--- src/hdl/epsc_pkg.sv ---
// Shared types and constants of the epoch-seconds to calendar-date unit.
// Holds the reciprocal constants used for the fixed divisions.
// No dependencies.
package epsc_pkg;

    // stage count of the pipeline; stage NUM_STG-1 is the output register
    localparam int NUM_STG = 10;
    typedef logic [NUM_STG-1:0] t_stage_en;

    typedef logic signed [38:0] t_epoch;
    typedef logic signed [14:0] t_year;
    typedef logic [3:0]         t_month;
    typedef logic [4:0]         t_mday;
    typedef logic [4:0]         t_hour;
    typedef logic [5:0]         t_minute;
    typedef logic [5:0]         t_second;

    localparam int DAY_W = 23;   // day number since JD 0
    localparam int SOD_W = 17;   // second of day
    typedef logic [DAY_W-1:0] t_day;
    typedef logic [SOD_W-1:0] t_sod;

    localparam t_epoch      EPOCH_LOW  = -39'sd211813488000;
    localparam t_epoch      EPOCH_HIGH = 39'sd252455572799;
    localparam logic [38:0] JD0_OFFSET = 39'd211813531200;

    // t / 86400 = (t >> 7) / 675, reciprocal with round-up constant
    localparam int          DAY_LSB    = 7;
    localparam int          T1_W       = 32;
    localparam int          DIV675_SH  = 42;
    localparam logic [9:0]  DIV675     = 10'd675;
    localparam logic [32:0] DIV675_M   =
        33'(((64'd1 << DIV675_SH) + 64'd674) / 64'd675);

    // Gregorian correction: a = (4*J - 7468865) / 146097
    localparam t_day        GREG_START = 23'd2299160;
    localparam logic [24:0] A_OFS      = 25'd7468865;
    localparam int          A_SH       = 42;
    localparam logic [24:0] A_M        =
        25'(((64'd1 << A_SH) + 64'd146096) / 64'd146097);
    localparam t_day        JUL_OFS    = 23'd1524;

    // d = (100*c - 12210) / 36525
    localparam logic [29:0] D_SUB      = 30'd12210;
    localparam int          D_SH       = 46;
    localparam logic [30:0] D_M        =
        31'(((64'd1 << D_SH) + 64'd36524) / 64'd36525);
    localparam int          D_W        = 14;

    // e = 36525*d/100 = 1461*d/4
    localparam logic [24:0] E_MUL      = 25'd1461;
    localparam int          CE_W       = 9;

    // g = (ce*10000) / 306001, the *10000 folded into the constant
    localparam int          G_SH       = 42;
    localparam logic [37:0] G_K        =
        38'(64'd10000 * (((64'd1 << G_SH) + 64'd306000) / 64'd306001));

    // floor(30.6001 * g)
    localparam logic [CE_W-1:0] G_DAYS [16] = '{
        9'd0,   9'd30,  9'd61,  9'd91,  9'd122, 9'd153, 9'd183, 9'd214,
        9'd244, 9'd275, 9'd306, 9'd336, 9'd367, 9'd397, 9'd428, 9'd459
    };

    localparam t_year YEAR_OFS_MAR = 15'sd4716;
    localparam t_year YEAR_OFS_JAN = 15'sd4715;

    // time of day: x / 60 by reciprocal
    localparam int          MIN_SH = 23;
    localparam logic [17:0] MIN_M  = 18'(((64'd1 << MIN_SH) + 64'd59) / 64'd60);
    localparam int          HR_SH  = 17;
    localparam logic [11:0] HR_M   = 12'(((64'd1 << HR_SH) + 64'd59) / 64'd60);

endpackage

--- src/hdl/epsc_date.sv ---
// Stages 3 to 8: day number into year, month and day (Julian-day inverse).
// Depends on epsc_pkg.
module epsc_date (
    input  logic                i_clk,
    input  epsc_pkg::t_stage_en i_en,
    input  epsc_pkg::t_day      i_day,
    output epsc_pkg::t_year     o_year,
    output epsc_pkg::t_month    o_month,
    output epsc_pkg::t_mday     o_mday
);
    import epsc_pkg::*;

    logic [48:0]     r_prod_a3;
    t_day            r_day3;
    logic            r_greg3;
    t_day            r_c4, r_c5, r_c6;
    logic [29:0]     r_num_d5;
    logic [60:0]     r_prod_d6;
    logic [D_W-1:0]  r_d7, r_d8;
    logic [CE_W-1:0] r_ce7, r_ce8;
    logic [46:0]     r_prod_g8;

    logic [24:0]     n_a_num;
    logic [6:0]      n_a;
    t_day            n_c;
    logic [D_W-1:0]  n_d;
    logic [24:0]     n_e4;
    t_day            n_ce;
    logic [3:0]      n_g;
    t_month          n_month;

    // only meaningful past the calendar switch, where it is positive
    assign n_a_num = {i_day, 2'b00} - A_OFS;

    assign n_a = r_prod_a3[A_SH +: 7];
    assign n_c = r_greg3 ? r_day3 + DAY_W'(n_a) - DAY_W'(n_a >> 2) + DAY_W'(1) + JUL_OFS
                         : r_day3 + JUL_OFS;

    assign n_d  = r_prod_d6[D_SH +: D_W];
    assign n_e4 = 25'(n_d) * E_MUL;
    assign n_ce = r_c6 - n_e4[24:2];

    assign n_g     = r_prod_g8[G_SH +: 4];
    assign n_month = (n_g <= 4'd13) ? n_g - 4'd1 : n_g - 4'd13;

    always_ff @(posedge i_clk) begin
        if (i_en[3]) begin
            r_prod_a3 <= 49'(n_a_num[23:0]) * 49'(A_M);
            r_day3    <= i_day;
            r_greg3   <= i_day > GREG_START;
        end
        if (i_en[4]) begin
            r_c4 <= n_c;
        end
        if (i_en[5]) begin
            r_num_d5 <= 30'(r_c4) * 30'd100 - D_SUB;
            r_c5     <= r_c4;
        end
        if (i_en[6]) begin
            r_prod_d6 <= 61'(r_num_d5) * 61'(D_M);
            r_c6      <= r_c5;
        end
        if (i_en[7]) begin
            r_d7  <= n_d;
            r_ce7 <= n_ce[CE_W-1:0];
        end
        if (i_en[8]) begin
            r_prod_g8 <= 47'(r_ce7) * 47'(G_K);
            r_d8      <= r_d7;
            r_ce8     <= r_ce7;
        end
    end

    assign o_mday  = 5'(r_ce8 - G_DAYS[n_g]);
    assign o_month = n_month;
    assign o_year  = (n_month >= 4'd3) ? $signed({1'b0, r_d8}) - YEAR_OFS_MAR
                                       : $signed({1'b0, r_d8}) - YEAR_OFS_JAN;
endmodule

--- config.mk ---
export PLATFORM = sky130hd
export DESIGN_NAME = epsc_date
export DESIGN_NICKNAME = d
export VERILOG_FILES = /design/src/hdl/epsc_pkg.sv /design/src/hdl/epsc_date.sv
export SDC_FILE = /design/constraint.sdc
export NUM_CORES = 2
export LEC_CHECK = 0
export BUFFER_PORTS_ARGS = -buffer_cell sky130_fd_sc_hd__buf_2
export CAP_MARGIN = 20
export CORE_MARGIN = 1
export CORE_UTILIZATION = 30
export CTS_CLUSTER_DIAMETER = 200
export DETAILED_ROUTE_END_ITERATION = 8
export GPL_ROUTABILITY_DRIVEN = 1
export PLACE_DENSITY = 0.48
export SLEW_MARGIN = 20
export SYNTH_ARGS = -nofsm -noshare
export SYNTH_HDL_FRONTEND = slang
export SYNTH_SLANG_ARGS = --single-unit
--- constraint.sdc ---
create_clock -name i_clk -period 9.8 [get_ports i_clk]
set_input_delay 0.98 -clock i_clk [delete_from_list [all_inputs] [get_ports i_clk]]
set_output_delay 0.98 -clock i_clk [all_outputs]
set_load 0.02 [all_outputs]
==> impl_results.md <==
- Worst Skew: 0.0165 ns
- Filler Cells Inserted: 13,400
- Worst reg2reg setup slack: 0.98 ns
- Dpl hpwl: 86,900 µm
- Hold_ws: 0.419 ns
- Status: finished clean
- Clk Latency, worst-skew pair: 0.48 ns
- Post-Route WL: 95,600 µm
- Final Hold Vio Count: 0
- Post-Syn Area: 39,300 µm²
- FF-to-FF Start: r_num_d5[18]
- CTS Hold Bufs: 0
- Io pins: 58
- Starting density of the core: 0.303
- Largest net degree at the start of global routing: 38
- Placed Instances: 5,650
- Crit start category: input port
- Slew @ Worst Pin: 1.11 ns
- Hold Startpoint: r_d7[6]
- Unique masters post-synth: 72
- Remaining global-route overflow: 0
- Critical Path AT: 9.35 ns
- Final Max Tran Viols: 0
- CTS Root Cell: clkbuf_16
- Chip height: 364 µm
- Hold WC Path Type: register to register
- Max-cap violations: 0
- #FFs+latches synth: 160
- Yosys top cell area share: 0.338
- Initial antenna violation count: 15
- Final Wtd Congestion: 0.913
- Crit path to: r_prod_a3[48]
- First-pass GRT wire length: 155,000 µm
- Syn Nets: 5,354
- Leading area contributor after synthesis: fa_1
- Post-route ant nets: 0
- Max Fclk: 0.110 GHz
- Clock sink total: 160
- CTS max path bufs: 2
- WP data required: 10.02 ns
- Slew margin rel.: 0.255
- Reg clk slew, reported paths: 0.08 ns
- Reg2reg end: r_prod_d6[58]
- DRT Pass-1 Iters: 6
- DR WL/cell: 16.8 µm
- Crit-path slowest cell: fa_1
- TNS Setup: 0 ns
- Site Rows: 132
- CTS Buf Count: 17
- Vias per inst: 4.39
- Critical Path End Type: register
- Syn_area_per_cell: 10.3 µm²
- Layout area overhead: 8.34%
- CTS tree: yes
- Cell count of the worst reg-to-reg path: 25
- Total Die Area: 132,000 µm²
- Seq/Total Area, Yosys: 0.122
- Design area: 42,600 µm²
- Post-synth top flop: edfxtp_1
- Fin nets: 5,452
- Setup violators final: 0
- Hold Crit Depth: 0
- Cells after synthesis: 3,829
- Final min period: 9.13 ns
- Layout cells sized above 1: 0.0378
- RSZ-0062 raised after global routing: false
- Die X: 364 µm
- Initial DRC count: 1,101
- Area of the core: 130,000 µm²
- Beginning of the critical path: i_day[0]
- Post-route DRC: 0
- Crit path kind: input port to register
- Finished Layout Cells: 5,683
- H-Tree Depth: 4
- Synthesis Warnings: 0
- Post-synthesis async set-or-reset flop share: 0
- Crit path max fanout: 12
- Vias after detailed routing: 25,000
- CP max stage delay: 0.58 ns
- Vias in the first global route: 27,200
- Final Cycle Share: 0.932
- Post-synth EDFFs: 160
- GRT Total Usage: 0.153
- I/O Buffers: 53
- Placed cell area: 42,000 µm²
- Top cells by area, synth: fa_1 (34%), ha_1 (26%), edfxtp_1 (12%)
critical path: cells and delay by family:
| family | cells | cell delay, ns |
|---|---|---|
| AOI/OAI and AO/OA | 9 | 2.61 |
| xor gates and xnor gates | 3 | 0.78 |
| adders and majority gates | 8 | 3.37 |
| buffers and inverters | 5 | 0.59 |
| and+or+nand+nor | 6 | 1.02 |
layout make-up:
cell class / count / area, µm² / share of cell area
diodes: 1 / 2.50 / 0.0000588
clock buffers: 18 / 429 / 0.0101
clock inverters: 14 / 148 / 0.00347
inverters: 1181 / 4430 / 0.104
multi-input cells: 2471 / 30000 / 0.704
flip-flops and latches: 160 / 4800 / 0.113
well taps: 1742 / 2180 / 0.0512
repair buffers: 96 / 588 / 0.0138
sequential cells by signal, indices dropped and copies added (netlist names):
signal,cells
r_day3,23
r_d7,14
r_num_d5,28
r_prod_a3,7
r_c4,23
r_prod_g8,4
r_c6,9
r_greg3,1
r_ce8,5
r_ce7,9
r_c5,9
r_d8,14
r_prod_d6,14
how the worst min path moves through the flow:
stage | endpoint | slack, ns
floorplan | r_c6[0] | 0.40
global placement | r_d8[0] | 0.40
detailed placement | r_d8[3] | 0.40
CTS | r_d8[3] | 0.42
global route | r_d8[6] | 0.42
finish | r_d8[6] | 0.42
cells in the final DEF, fill, tap and decap left out, drive strengths merged, types with 5 or more instances in the layout:
| master | instances |
|---|---|
| and3 | 16 |
| mux2i | 8 |
| nor3 | 34 |
| xnor2 | 144 |
| ha | 827 |
| buf | 96 |
| inv | 1188 |
| nor2 | 92 |
| or3 | 5 |
| nand2b | 13 |
| nand3 | 32 |
| a21o | 63 |
| nand2 | 88 |
| nor4 | 7 |
| a211oi | 14 |
| edfxtp | 160 |
| a31oi | 14 |
| a2111oi | 8 |
| a21oi | 129 |
| o21bai | 14 |
| nand4 | 14 |
| o31ai | 6 |
| o21ai | 68 |
| xor2 | 81 |
| or2 | 9 |
| fa | 664 |
| nor2b | 13 |
| o211ai | 8 |
| clkbuf | 18 |
| o21a | 20 |
| and2 | 10 |
synth_stat cells (3+ instances only):
library cell,n
a21o_1,63
mux2_2,3
mux2i_1,8
edfxtp_1,160
xnor2_1,144
nand2b_1,13
a2111oi_0,8
a211o_1,3
o31a_1,4
a311oi_1,3
a211oi_1,14
a41oi_1,3
nor4_1,5
nor3_1,34
or3_1,5
nand4_1,14
nand2_1,88
a221oi_1,3
a21oi_1,129
xor2_1,81
o21a_1,20
nand3_1,32
o21bai_1,14
clkbuf_1,15
fa_1,664
a31o_2,3
and2_1,10
inv_1,1181
a21boi_0,4
o211ai_1,7
a221o_1,3
o21ai_0,68
nor2b_1,13
and3_1,16
o31ai_1,6
a31oi_1,14
or2_2,8
o2111ai_1,3
nor2_1,92
ha_1,827
metal layers:
| layer | up-vias | GRT usage | part of all wire |
|---|---|---|---|
| met4 | 10 | 0.0296 | 0.018 |
| met2 | 334 | 0.260 | 0.48 |
| met3 | 91 | 0.0226 | 0.036 |
| met1 | 12300 | 0.206 | 0.46 |
| met5 | - | 0 | 0.00067 |
| li1 | 12200 | - | - |
kinds of logic after synthesis:
logic type	after synthesis	share of synthesized area
simple gates	351	0.0441
xor+xnor	225	0.0501
flops	160	0.122
buf+inv	1198	0.115
fa+ha+maj	1493	0.602
compound gates	391	0.0639
mux	11	0.00290
metrics by stage:
step                utilization  setup slack [ns]
finish                    0.328             0.671
global route              0.328            0.0752
CTS                       0.328             0.595
detailed placement        0.324            0.0715
global placement          0.324             0.197
floorplan                     -             0.794
what timing repair did:
item,4_1_cts,5_1_grt
setup buffers,0,0
setup endpoints to repair,0,1
gates resized for setup,0,1
endpoints found under the hold margin,0,0
Power is left out: the tool's default activity adds up to more than one toggle a clock period on the data nets, which glitch-free logic cannot reach.
