## config.mk

```make
export PLATFORM = sky130hd
export DESIGN_NAME = epsc_time_of_day
export DESIGN_NICKNAME = d
export VERILOG_FILES = /design/src/hdl/epsc_pkg.sv /design/src/hdl/epsc_time_of_day.sv
export SDC_FILE = /design/constraint.sdc
export NUM_CORES = 1
export LEC_CHECK = 0
export BUFFER_PORTS_ARGS = -buffer_cell sky130_fd_sc_hd__buf_4
export CORE_MARGIN = 8
export CORE_UTILIZATION = 45
export DETAILED_ROUTE_END_ITERATION = 6
export GPL_TIMING_DRIVEN = 0
export PLACE_DENSITY = 0.69
export SLEW_MARGIN = 20
export SYNTH_ARGS = -nofsm -noshare
export SYNTH_HDL_FRONTEND = slang
export SYNTH_SLANG_ARGS = --single-unit
```

## constraint.sdc

```tcl
create_clock -name i_clk -period 8.2 [get_ports i_clk]
set_input_delay 0.41 -clock i_clk [delete_from_list [all_inputs] [get_ports i_clk]]
set_output_delay 0.41 -clock i_clk [all_outputs]
set_load 0.02 [all_outputs]
```

## src/hdl/epsc_pkg.sv

```systemverilog
// Shared types and constants of the epoch-seconds to calendar-date unit.
// Holds the reciprocal constants used for the fixed divisions.
// No dependencies.
package epsc_pkg;

    // stage count of the pipeline; stage NUM_STG-1 is the output register
    localparam int NUM_STG = 10;
    typedef logic [NUM_STG-1:0] t_stage_en;

    typedef logic signed [38:0] t_epoch;
    typedef logic signed [14:0] t_year;
    typedef logic [3:0]         t_month;
    typedef logic [4:0]         t_mday;
    typedef logic [4:0]         t_hour;
    typedef logic [5:0]         t_minute;
    typedef logic [5:0]         t_second;

    localparam int DAY_W = 23;   // day number since JD 0
    localparam int SOD_W = 17;   // second of day
    typedef logic [DAY_W-1:0] t_day;
    typedef logic [SOD_W-1:0] t_sod;

    localparam t_epoch      EPOCH_LOW  = -39'sd211813488000;
    localparam t_epoch      EPOCH_HIGH = 39'sd252455572799;
    localparam logic [38:0] JD0_OFFSET = 39'd211813531200;

    // t / 86400 = (t >> 7) / 675, reciprocal with round-up constant
    localparam int          DAY_LSB    = 7;
    localparam int          T1_W       = 32;
    localparam int          DIV675_SH  = 42;
    localparam logic [9:0]  DIV675     = 10'd675;
    localparam logic [32:0] DIV675_M   =
        33'(((64'd1 << DIV675_SH) + 64'd674) / 64'd675);

    // Gregorian correction: a = (4*J - 7468865) / 146097
    localparam t_day        GREG_START = 23'd2299160;
    localparam logic [24:0] A_OFS      = 25'd7468865;
    localparam int          A_SH       = 42;
    localparam logic [24:0] A_M        =
        25'(((64'd1 << A_SH) + 64'd146096) / 64'd146097);
    localparam t_day        JUL_OFS    = 23'd1524;

    // d = (100*c - 12210) / 36525
    localparam logic [29:0] D_SUB      = 30'd12210;
    localparam int          D_SH       = 46;
    localparam logic [30:0] D_M        =
        31'(((64'd1 << D_SH) + 64'd36524) / 64'd36525);
    localparam int          D_W        = 14;

    // e = 36525*d/100 = 1461*d/4
    localparam logic [24:0] E_MUL      = 25'd1461;
    localparam int          CE_W       = 9;

    // g = (ce*10000) / 306001, the *10000 folded into the constant
    localparam int          G_SH       = 42;
    localparam logic [37:0] G_K        =
        38'(64'd10000 * (((64'd1 << G_SH) + 64'd306000) / 64'd306001));

    // floor(30.6001 * g)
    localparam logic [CE_W-1:0] G_DAYS [16] = '{
        9'd0,   9'd30,  9'd61,  9'd91,  9'd122, 9'd153, 9'd183, 9'd214,
        9'd244, 9'd275, 9'd306, 9'd336, 9'd367, 9'd397, 9'd428, 9'd459
    };

    localparam t_year YEAR_OFS_MAR = 15'sd4716;
    localparam t_year YEAR_OFS_JAN = 15'sd4715;

    // time of day: x / 60 by reciprocal
    localparam int          MIN_SH = 23;
    localparam logic [17:0] MIN_M  = 18'(((64'd1 << MIN_SH) + 64'd59) / 64'd60);
    localparam int          HR_SH  = 17;
    localparam logic [11:0] HR_M   = 12'(((64'd1 << HR_SH) + 64'd59) / 64'd60);

endpackage

```

## src/hdl/epsc_time_of_day.sv

```systemverilog
// Stages 3 to 8: second of day into hour, minute and second.
// Depends on epsc_pkg.
module epsc_time_of_day (
    input  logic                i_clk,
    input  epsc_pkg::t_stage_en i_en,
    input  epsc_pkg::t_sod      i_sod,
    output epsc_pkg::t_hour     o_hour,
    output epsc_pkg::t_minute   o_minute,
    output epsc_pkg::t_second   o_second
);
    import epsc_pkg::*;

    logic [34:0] r_prod_m3;
    t_sod        r_sod3;
    logic [10:0] r_min4;
    t_second     r_sec4;
    logic [22:0] r_prod_h5;
    logic [10:0] r_min5;
    t_second     r_sec5;
    t_hour       r_hour6, r_hour7, r_hour8;
    t_minute     r_minute6, r_minute7, r_minute8;
    t_second     r_sec6, r_sec7, r_sec8;

    logic [10:0] n_m;
    t_sod        n_s;
    t_hour       n_h;
    logic [10:0] n_mi;

    assign n_m  = r_prod_m3[MIN_SH +: 11];
    assign n_s  = r_sod3 - SOD_W'(SOD_W'(n_m) * SOD_W'(60));
    assign n_h  = r_prod_h5[HR_SH +: 5];
    assign n_mi = r_min5 - 11'(11'(n_h) * 11'd60);

    always_ff @(posedge i_clk) begin
        if (i_en[3]) begin
            r_prod_m3 <= 35'(i_sod) * 35'(MIN_M);
            r_sod3    <= i_sod;
        end
        if (i_en[4]) begin
            r_min4 <= n_m;
            r_sec4 <= n_s[5:0];
        end
        if (i_en[5]) begin
            r_prod_h5 <= 23'(r_min4) * 23'(HR_M);
            r_min5    <= r_min4;
            r_sec5    <= r_sec4;
        end
        if (i_en[6]) begin
            r_hour6   <= n_h;
            r_minute6 <= n_mi[5:0];
            r_sec6    <= r_sec5;
        end
        // align with the date path
        if (i_en[7]) begin
            r_hour7   <= r_hour6;
            r_minute7 <= r_minute6;
            r_sec7    <= r_sec6;
        end
        if (i_en[8]) begin
            r_hour8   <= r_hour7;
            r_minute8 <= r_minute7;
            r_sec8    <= r_sec7;
        end
    end

    assign o_hour   = r_hour8;
    assign o_minute = r_minute8;
    assign o_second = r_sec8;
endmodule

```

==> run summary, run 1 <==
The number of register bits inferred by synthesis works out to 102. After the first detailed-routing iteration, the DRC count stood at 131. The net load switching power was 975 uW. In this run, the clock network consumes 15.4% of the power. The number of nets handed over by synthesis was 877.

Cells fill 50.4% of the core in the end. For the antenna diode count, the log shows 0. The type of the worst setup path was input port to register.

The endpoint required time on the critical path was 8.29 ns; the footprint of the multi-input gates was 0.00421 mm2. The H-tree was split into 3 levels. TritonCTS built the clock tree. The final layout contains 928 nets.

The finished layout holds 913 standard cells, fillers aside. The count of clock tree sinks was 102; the register-to-register setup slack was 4.56 ns. The power per unit of standard cell area is 297 mW/mm2, and the total routing resource utilization after global routing is 13.5%. Dividing the final minimum period by the clock period gives 59.3%. The wire length of the first global-routing pass is 23.9 mm, and the worst-case setup slack after placement is 2.95 ns. The logs give 0 for the final number of hold-violating endpoints and 48 for the number of distinct standard cells referenced by the synthesized netlist. Ranked by total cell area, the synthesized netlist is headed by edfxtp_1 (39%), ha_1 (27%), fa_1 (12%), inv_1 (6.2%), xnor2_1 (2.5%).

The max capacitance violation total was 0; the biggest fanout along the worst timing path was 5. The largest buffer count on any clock path was 2; the proportion of netlist area held by the largest area contributor was 39.4%. The area of all sequential standard cells is 0.00306 mm2.

After detailed routing, the total wire length is 13.6 mm. 45 I/O pins were placed. The width of the die works out to 147 um. Once detail routing completed, the nets flagged for antenna violations numbered 0. The final worst slack was 3.34 ns.

Latest clock arrival within the worst-skew pair: 0.33 ns. The number of placement rows was 48; the die footprint was 0.0217 mm2. The logs give 0 for the total congestion overflow and 1,498 for the number of filler cells placed in the layout. The cell count after synthesis came out at 633. By instance count, the leading cell after synthesis is ha_1. The proportion of synthesized flip-flops having asynchronous set or reset works out to 0%. The count of input and output buffers was 40.

The most used flip-flop cell after synthesis is edfxtp_1. The number of antenna violations at the first check in global routing is 0. For the pin with the worst max-slew slack, the measured transition is 0.428 ns. Combinational cells account for 53.1% of the total power. Setup repair after global routing left no endpoint under its margin. Setup total negative slack on the finished layout was measured at 0 ns.

Including well taps, the total number of placed cells is 898. The tools report the highest achievable clock rate as 0.206 GHz. The setup-violating endpoint count in the final report was 0. The count of warnings emitted by yosys is 0, and the worst max-slew margin expressed relative to the limit is 71.1%. The flow ran to the end, and the final reports show no timing, DRC or antenna violations. Once the clock tree was built, the setup fixing pass inserted 0 buffers.

STA classifies the critical path startpoint as an input port. The shortest clock period the worst path allows after layout was 4.86 ns. The setup clock skew after layout is 0.00425 ns, and the maximum number of pins on one net before global-route repair is 18. Of the total power, the share spent switching nets is 38.1%. After clock tree synthesis, the clock-pin slew on the worst setup and hold paths is 0.06 ns.

The placer's final routability congestion estimate came out at 0.871. For the fraction of power consumed by sequential logic, the log shows 31.4%. Internal power comes to 1.59 mW. Type of element capturing the critical path: a register. The number of synthesized flops with an enable pin works out to 102.

The cell area that synthesis handed to floorplanning was 0.00777 mm2. The logs give 0.146 mV for the worst ir drop on vdd and 39.4% for the portion of the post-synthesis area used by sequential elements. CTS placed an instance of clkbuf_16 at the clock tree root.

For the number of gates resized after CTS, the log shows 0. Sorting the synthesized cells by how often they occur yields ha_1 (169), inv_1 (128), edfxtp_1 (102), fa_1 (47), a21oi_1 (23). After detailed routing, the average wire length per cell comes to 14.9 um. The path class of the tightest hold or removal check is input port to register. Measured along the y axis, the die boundary spans 147 um.

Starting density of the core: 45.4%. The logs give 0 for the number of slew-limit violations in the final report and 0 for the DRC violations left. The number of buffers inserted by hold repair at cts is 0. The logs give 4.14 nW for the leakage component of the power and 4,650 for the number of vias in the routed layout. edfxtp_1 takes more of the synthesized area than any other cell.

The post-route netlist has 8.87% of its cells at a drive strength greater than 1. The post-detailed-route via-to-cell ratio was 5.09; the tightest hold margin was 0.320 ns. Compared with the post-synthesis result, the final layout area differs by 11.1%. The data arrival time of the worst path is 4.95 ns, and the TritonCTS buffer count is 9. The logs give 5,136 for the number of global-route vias before repair and 0.0171 mm2 for the area inside the core boundary. A synthesized cell averages 12.3 um2.

The wire-length estimate of the detail-placed layout is 11.7 mm. The tools report the number of detailed-route iterations in the first pass as 4.
## per-layer routing
| layer | vias to the layer above | wire length [um] | track usage (%) |
|---|---|---|---|
| met3 | 20 | 389 | 1.90 |
| li1 | 2321 | - | - |
| met5 | - | 0 | 0 |
| met1 | 2243 | 5760 | 15.5 |
| met4 | 0 | 248 | 4.64 |
| met2 | 66 | 7170 | 25.1 |
## per-stage QoR
step	total power, mW	instance area, um2
floorplan	1.84	7770
global route	2.83	8630
detailed placement	2.18	8350
global placement	2.12	8350
CTS	2.60	8630
finish	2.56	8630
## final cells by class
class,count,area share (%)
multi-input combinational,400,48.7
sequential,102,35.5
inverter,128,5.56
timing repair buffer,40,3.48
tap,225,3.26
clock buffer,10,2.65
clock inverter,5,0.594
buffer,3,0.232
## worst max-delay path, stage by stage
cell and delay [ns]:
buf_4 0.12, inv_1 0.04, ha_1 0.18, ha_1 0.17, or2_2 0.30, fa_1 0.48
inv_1 0.05, fa_1 0.49, fa_1 0.54, inv_1 0.05, fa_1 0.48, ha_1 0.38
nand2_1 0.12, nor2_1 0.28, nand2_1 0.15, a211oi_1 0.37, o31ai_1 0.17, and2_1 0.16
## cells in the final DEF, fill, tap and decap left out, types with 3 or more instances in the layout
cell / count
xnor2_1: 22
edfxtp_1: 102
nor3_1: 5
a21o_1: 7
a21boi_0: 4
fa_1: 47
buf_4: 40
ha_1: 169
a31oi_1: 4
nand3_1: 12
o211ai_1: 5
clkbuf_16: 9
inv_1: 128
a21oi_1: 23
nor3b_1: 3
xor2_1: 5
nand2_1: 18
o21ai_0: 13
nand4_1: 6
nor2_1: 18
## power by group through the flow
stage | sequential, mW | combinational, mW | clock [mW]
finish | 0.806 | 1.36 | 0.395
global route | 0.820 | 1.58 | 0.426
floorplan | 0.808 | 1.03 | 0
global placement | 0.810 | 1.31 | 0
CTS | 0.809 | 1.38 | 0.409
detailed placement | 0.819 | 1.36 | 0
## state kept, by name, indices dropped and copies added (netlist names)
| register | cells |
|---|---|
| o_second | 6 |
| r_min5 | 3 |
| o_hour | 5 |
| r_hour6 | 5 |
| o_minute | 6 |
| r_sod3 | 5 |
| r_sec5 | 6 |
| r_min4 | 11 |
| r_minute6 | 6 |
| r_prod_m3 | 12 |
| r_sec4 | 6 |
| r_minute7 | 6 |
| r_prod_h5 | 8 |
| r_hour7 | 5 |
| r_sec7 | 6 |
| r_sec6 | 6 |
## cell families (layout without fill, tap and decap cells)
kind of cell / Yosys count / after routing / synth area share [%]
fa+ha+maj: 216 / 216 / 39.3
buf+inv: 131 / 186 / 6.44
simple gates: 77 / 77 / 4.91
xor+xnor: 27 / 27 / 3.04
compound gates: 80 / 80 / 6.89
flops: 102 / 102 / 39.4
## final timing paths
check                                  start  depth (start not counted)            end
worst max-delay path               i_sod[15]                         18  r_prod_m3[32]
worst min-delay path                i_sod[2]                          1      r_sod3[2]
worst max register to register     r_min4[7]                         13  r_prod_h5[20]
worst min register to register  r_prod_h5[1]                          0   r_minute6[1]
Note: power is estimated with default switching activity, not from simulation.
==> run 2: changes to the inputs <==
- clock period: 8.2 -> 4.6 ns (I/O delays scaled with it)
==> run 2 against run 1 <==
Compared with the run above:
- utilization rose by 0.45 points
- sequential share of layout area fell by 0.31 points
- sequential power rose by 79%
- via count rose by 0.30%
- die area did not move
- sequential cell count did not move
- cell count did not move
- clock power rose by 78%
- total power rose by 82%
==> run summary, run 2 (synthesis results as in run 1) <==
In the layout the commonest cells are ha_1 (167), inv_1 (128), edfxtp_1 (102). The tools report the clock root buffer master as clkbuf_16. Worst flop-to-flop path endpoint: r_prod_h5[20]. The area inside the core boundary was 0.0171 mm2 (unchanged); the fraction of the core area covered by cells at the end of the flow was 50.9% (+0.45 points). The run gives 0 (unchanged) as the number of antenna violations at the first check in global routing. The largest registers in the layout are r_prod_m3: 12 flops, r_min4: 11 flops, r_prod_h5: 8 flops.

TritonCTS buffer count: 9 (unchanged). The number of vias in the routed layout came out at 4,664 (+0.30%). The run gives 0 (unchanged) as the setup-violating endpoint count in the final report.

The net count reported at finish is 928 (unchanged), and the starting density of the core is 45.4% (unchanged). The number of placement rows is 48 (unchanged), and the slew at the pin with the worst max-slew slack is 0.408 ns (-0.0199 ns). The setup clock skew after layout is 0.00442 ns (+0.000169 ns), and the remaining antenna violation count is 0 (unchanged). The tools report the worst ir drop on vdd as 0.260 mV (+78%). Final worst slack: 0.164 ns (-3.17 ns). The run gives 102 (unchanged) as the count of clock tree sinks. The post-layout total power came out at 4.66 mW (+82%). Ranked by flip-flop count, first place goes to r_prod_m3.

The slowest stage of the critical path belongs to the cell fa_1. The logs give 2 (unchanged) for the largest buffer count on any clock path and 24.0 mm (about the same) for the wire length of the first global-routing pass. For the number of H-tree levels, the log shows 3 (unchanged). The tools report the final number of hold-violating endpoints as 0 (unchanged).

In this run the worst setup path begins at i_sod[15]. For the die footprint, the log shows 0.0217 mm2 (unchanged). The register-to-register setup slack was 0.95 ns (-3.61 ns). For the data arrival time of the worst path, the log shows 4.52 ns (-0.43 ns). For the met1 global-route usage, the log shows 15.6% (+0.019 points).

The run gives 0.141 ns (-0.180 ns) as the tightest hold margin. The power per unit of standard cell area came out at 535 mW/mm2 (+80%). Number of flip-flops under the largest register name: 12 (unchanged). The routed design could run at a clock period as short as 4.44 ns.

The worst max-slew margin expressed relative to the limit is 72.5% (+1.3 points), and the total cell area at the placement stage is 0.00835 mm2 (unchanged). The post-detailed-route via-to-cell ratio is 5.11 (+0.30%), and the half-perimeter wire length after placement is 11.7 mm (unchanged). The endpoint required time on the critical path is 4.68 ns (-3.61 ns), and the signed area change from the synthesized netlist to the final layout is 12.1%. Sum of routed wire length over all layers: 13.6 mm (+0.55%).

Setup repair after global routing could not meet its margin everywhere. The startpoint kind of the worst setup timing path was an input port. The flow ran to the end, and the final reports show no timing, DRC or antenna violations.

The maximum number of pins on one net before global-route repair came out at 18 (unchanged). Clock transition time at the flip-flop clock pins of the worst setup and hold paths: 0.06 ns (about the same). The tools report the type of element capturing the critical path as a register. The latest clock arrival within the worst-skew pair was 0.33 ns (about the same). The path class of the tightest hold or removal check is input port to register.

The placer's final routability congestion estimate is 0.871 (unchanged), and the count of input and output buffers is 40 (unchanged). The leakage component of the power was 4.15 nW (+0.28%). Routing layer with the top usage in global route: met2.

The tools report the start of the worst register-to-register path as r_min4[7]. The number of slew-limit violations in the final report came out at 0 (unchanged). The width of the die was 147 um (unchanged); the die boundary height was 147 um (unchanged).

Total congestion overflow: 0 (unchanged). TritonCTS built the clock tree. The run gives -0.468 ns (-3.42 ns) as the worst-case setup slack after placement. The run gives 0.00871 mm2 (+0.88%) as the cell area after layout. Number of detailed-route iterations in the first pass: 4 (unchanged).

The setup path with the least slack is of type input port to register. The most common cell after layout, fill and taps aside is ha_1. The number of cells on the worst reg-to-reg path is 13 (unchanged).

The fraction of final layout cells with drive strength greater than 1 is 10.8% (+1.9 points), and the DRC violations left is 0 (unchanged). The mean routed wirelength per cell is 14.9 um (+0.55%). The boundary pin count was 45 (unchanged).

Walking the worst path, the cells encountered are buf_4, inv_1, ha_1, ha_1, or2_2, fa_1, inv_1, fa_1, fa_1, inv_1, fa_1, ha_4, nand2_1, nor2_4, nand2_1, o211ai_1, a31oi_1, xnor2_1. Following the worst setup path forward leads to its endpoint at r_prod_m3[27]. The initial DRC count was 139 (+6.1%); the met2 track demand over resource in global routing was 25.1% (unchanged). Met3 demand-to-capacity share in global routing: 1.90% (unchanged).

The cell that appears most often on the critical path is fa_1. Post-route fraction of the period consumed by the critical path: 96.4%. The run gives 0.225 GHz as the highest achievable clock rate. The number of global-route vias before repair was 5,131 (-0.097%); the antenna diode count was 0 (unchanged). The biggest fanout along the worst timing path is 5 (unchanged), and the maximum single-stage delay on the critical path is 0.54 ns (about the same).

The logs give 0 (unchanged) for the max capacitance violation total and 13.5% (about the same) for the total routing resource utilization after global routing.
[run 2: worst max-delay path: cells and delay by family]
kind,cells,cell delay [ns]
adder cells (fa/ha/maj),7,2.65
buffers and inverters,4,0.26
XOR/XNOR,1,0.15
AO/OA/AOI/OAI,2,0.48
AND/OR/NAND/NOR,4,0.74
[run 2: how the worst min path moves through the flow]
stage,startpoint,endpoint,slack [ns],cells past startpoint
after floorplan,i_sod[0],r_prod_m3[0],0.33,0
after global placement,r_sec5[4],r_sec6[4],0.40,0
after detailed placement,r_prod_h5[1],r_minute6[1],0.40,0
after CTS,i_sod[2],r_sod3[2],0.12,1
after global routing,i_sod[2],r_sod3[2],0.13,1
final,i_sod[2],r_sod3[2],0.14,1
[run 2: what timing repair did]
item / in CTS / in global routing
hold buffers: 0 / 0
setup buffers: 0 / 0
endpoints found under the setup margin: 3 / 9
pin swaps: 0 / 9
gates resized for setup: 4 / 14
[run 2: layout make-up]
cell class	count	area, um2
Buffer	3	20.0
Clock buffer	10	229
Clock inverter	5	51.3
Fill cell	1484	8410
Inverter	128	480
Multi-Input combinational cell	400	4290
Sequential cell	102	3060
Tap cell	225	282
Timing Repair Buffer	40	300
[run 2: stage by stage]
| step | setup TNS (ns) | std cells |
|---|---|---|
| after floorplan | 0 | 633 |
| after global placement | -2.32 | 898 |
| after detailed placement | -3.07 | 898 |
| after CTS | 0 | 913 |
| after global routing | -0.00128 | 913 |
| final | 0 | 913 |
[run 2: routing by layer]
layer | share of wire [%] | up-vias
li1 | - | 2319
met1 | 42 | 2248
met2 | 53 | 77
met3 | 2.9 | 20
met4 | 1.8 | 0
met5 | 0 | -
[run 2: power by group]
group          internal, mW  total [mW]  switching (mW)
logic                  1.11        2.52            1.41
registers              1.35        1.44          0.0906
clock network         0.414       0.704           0.290
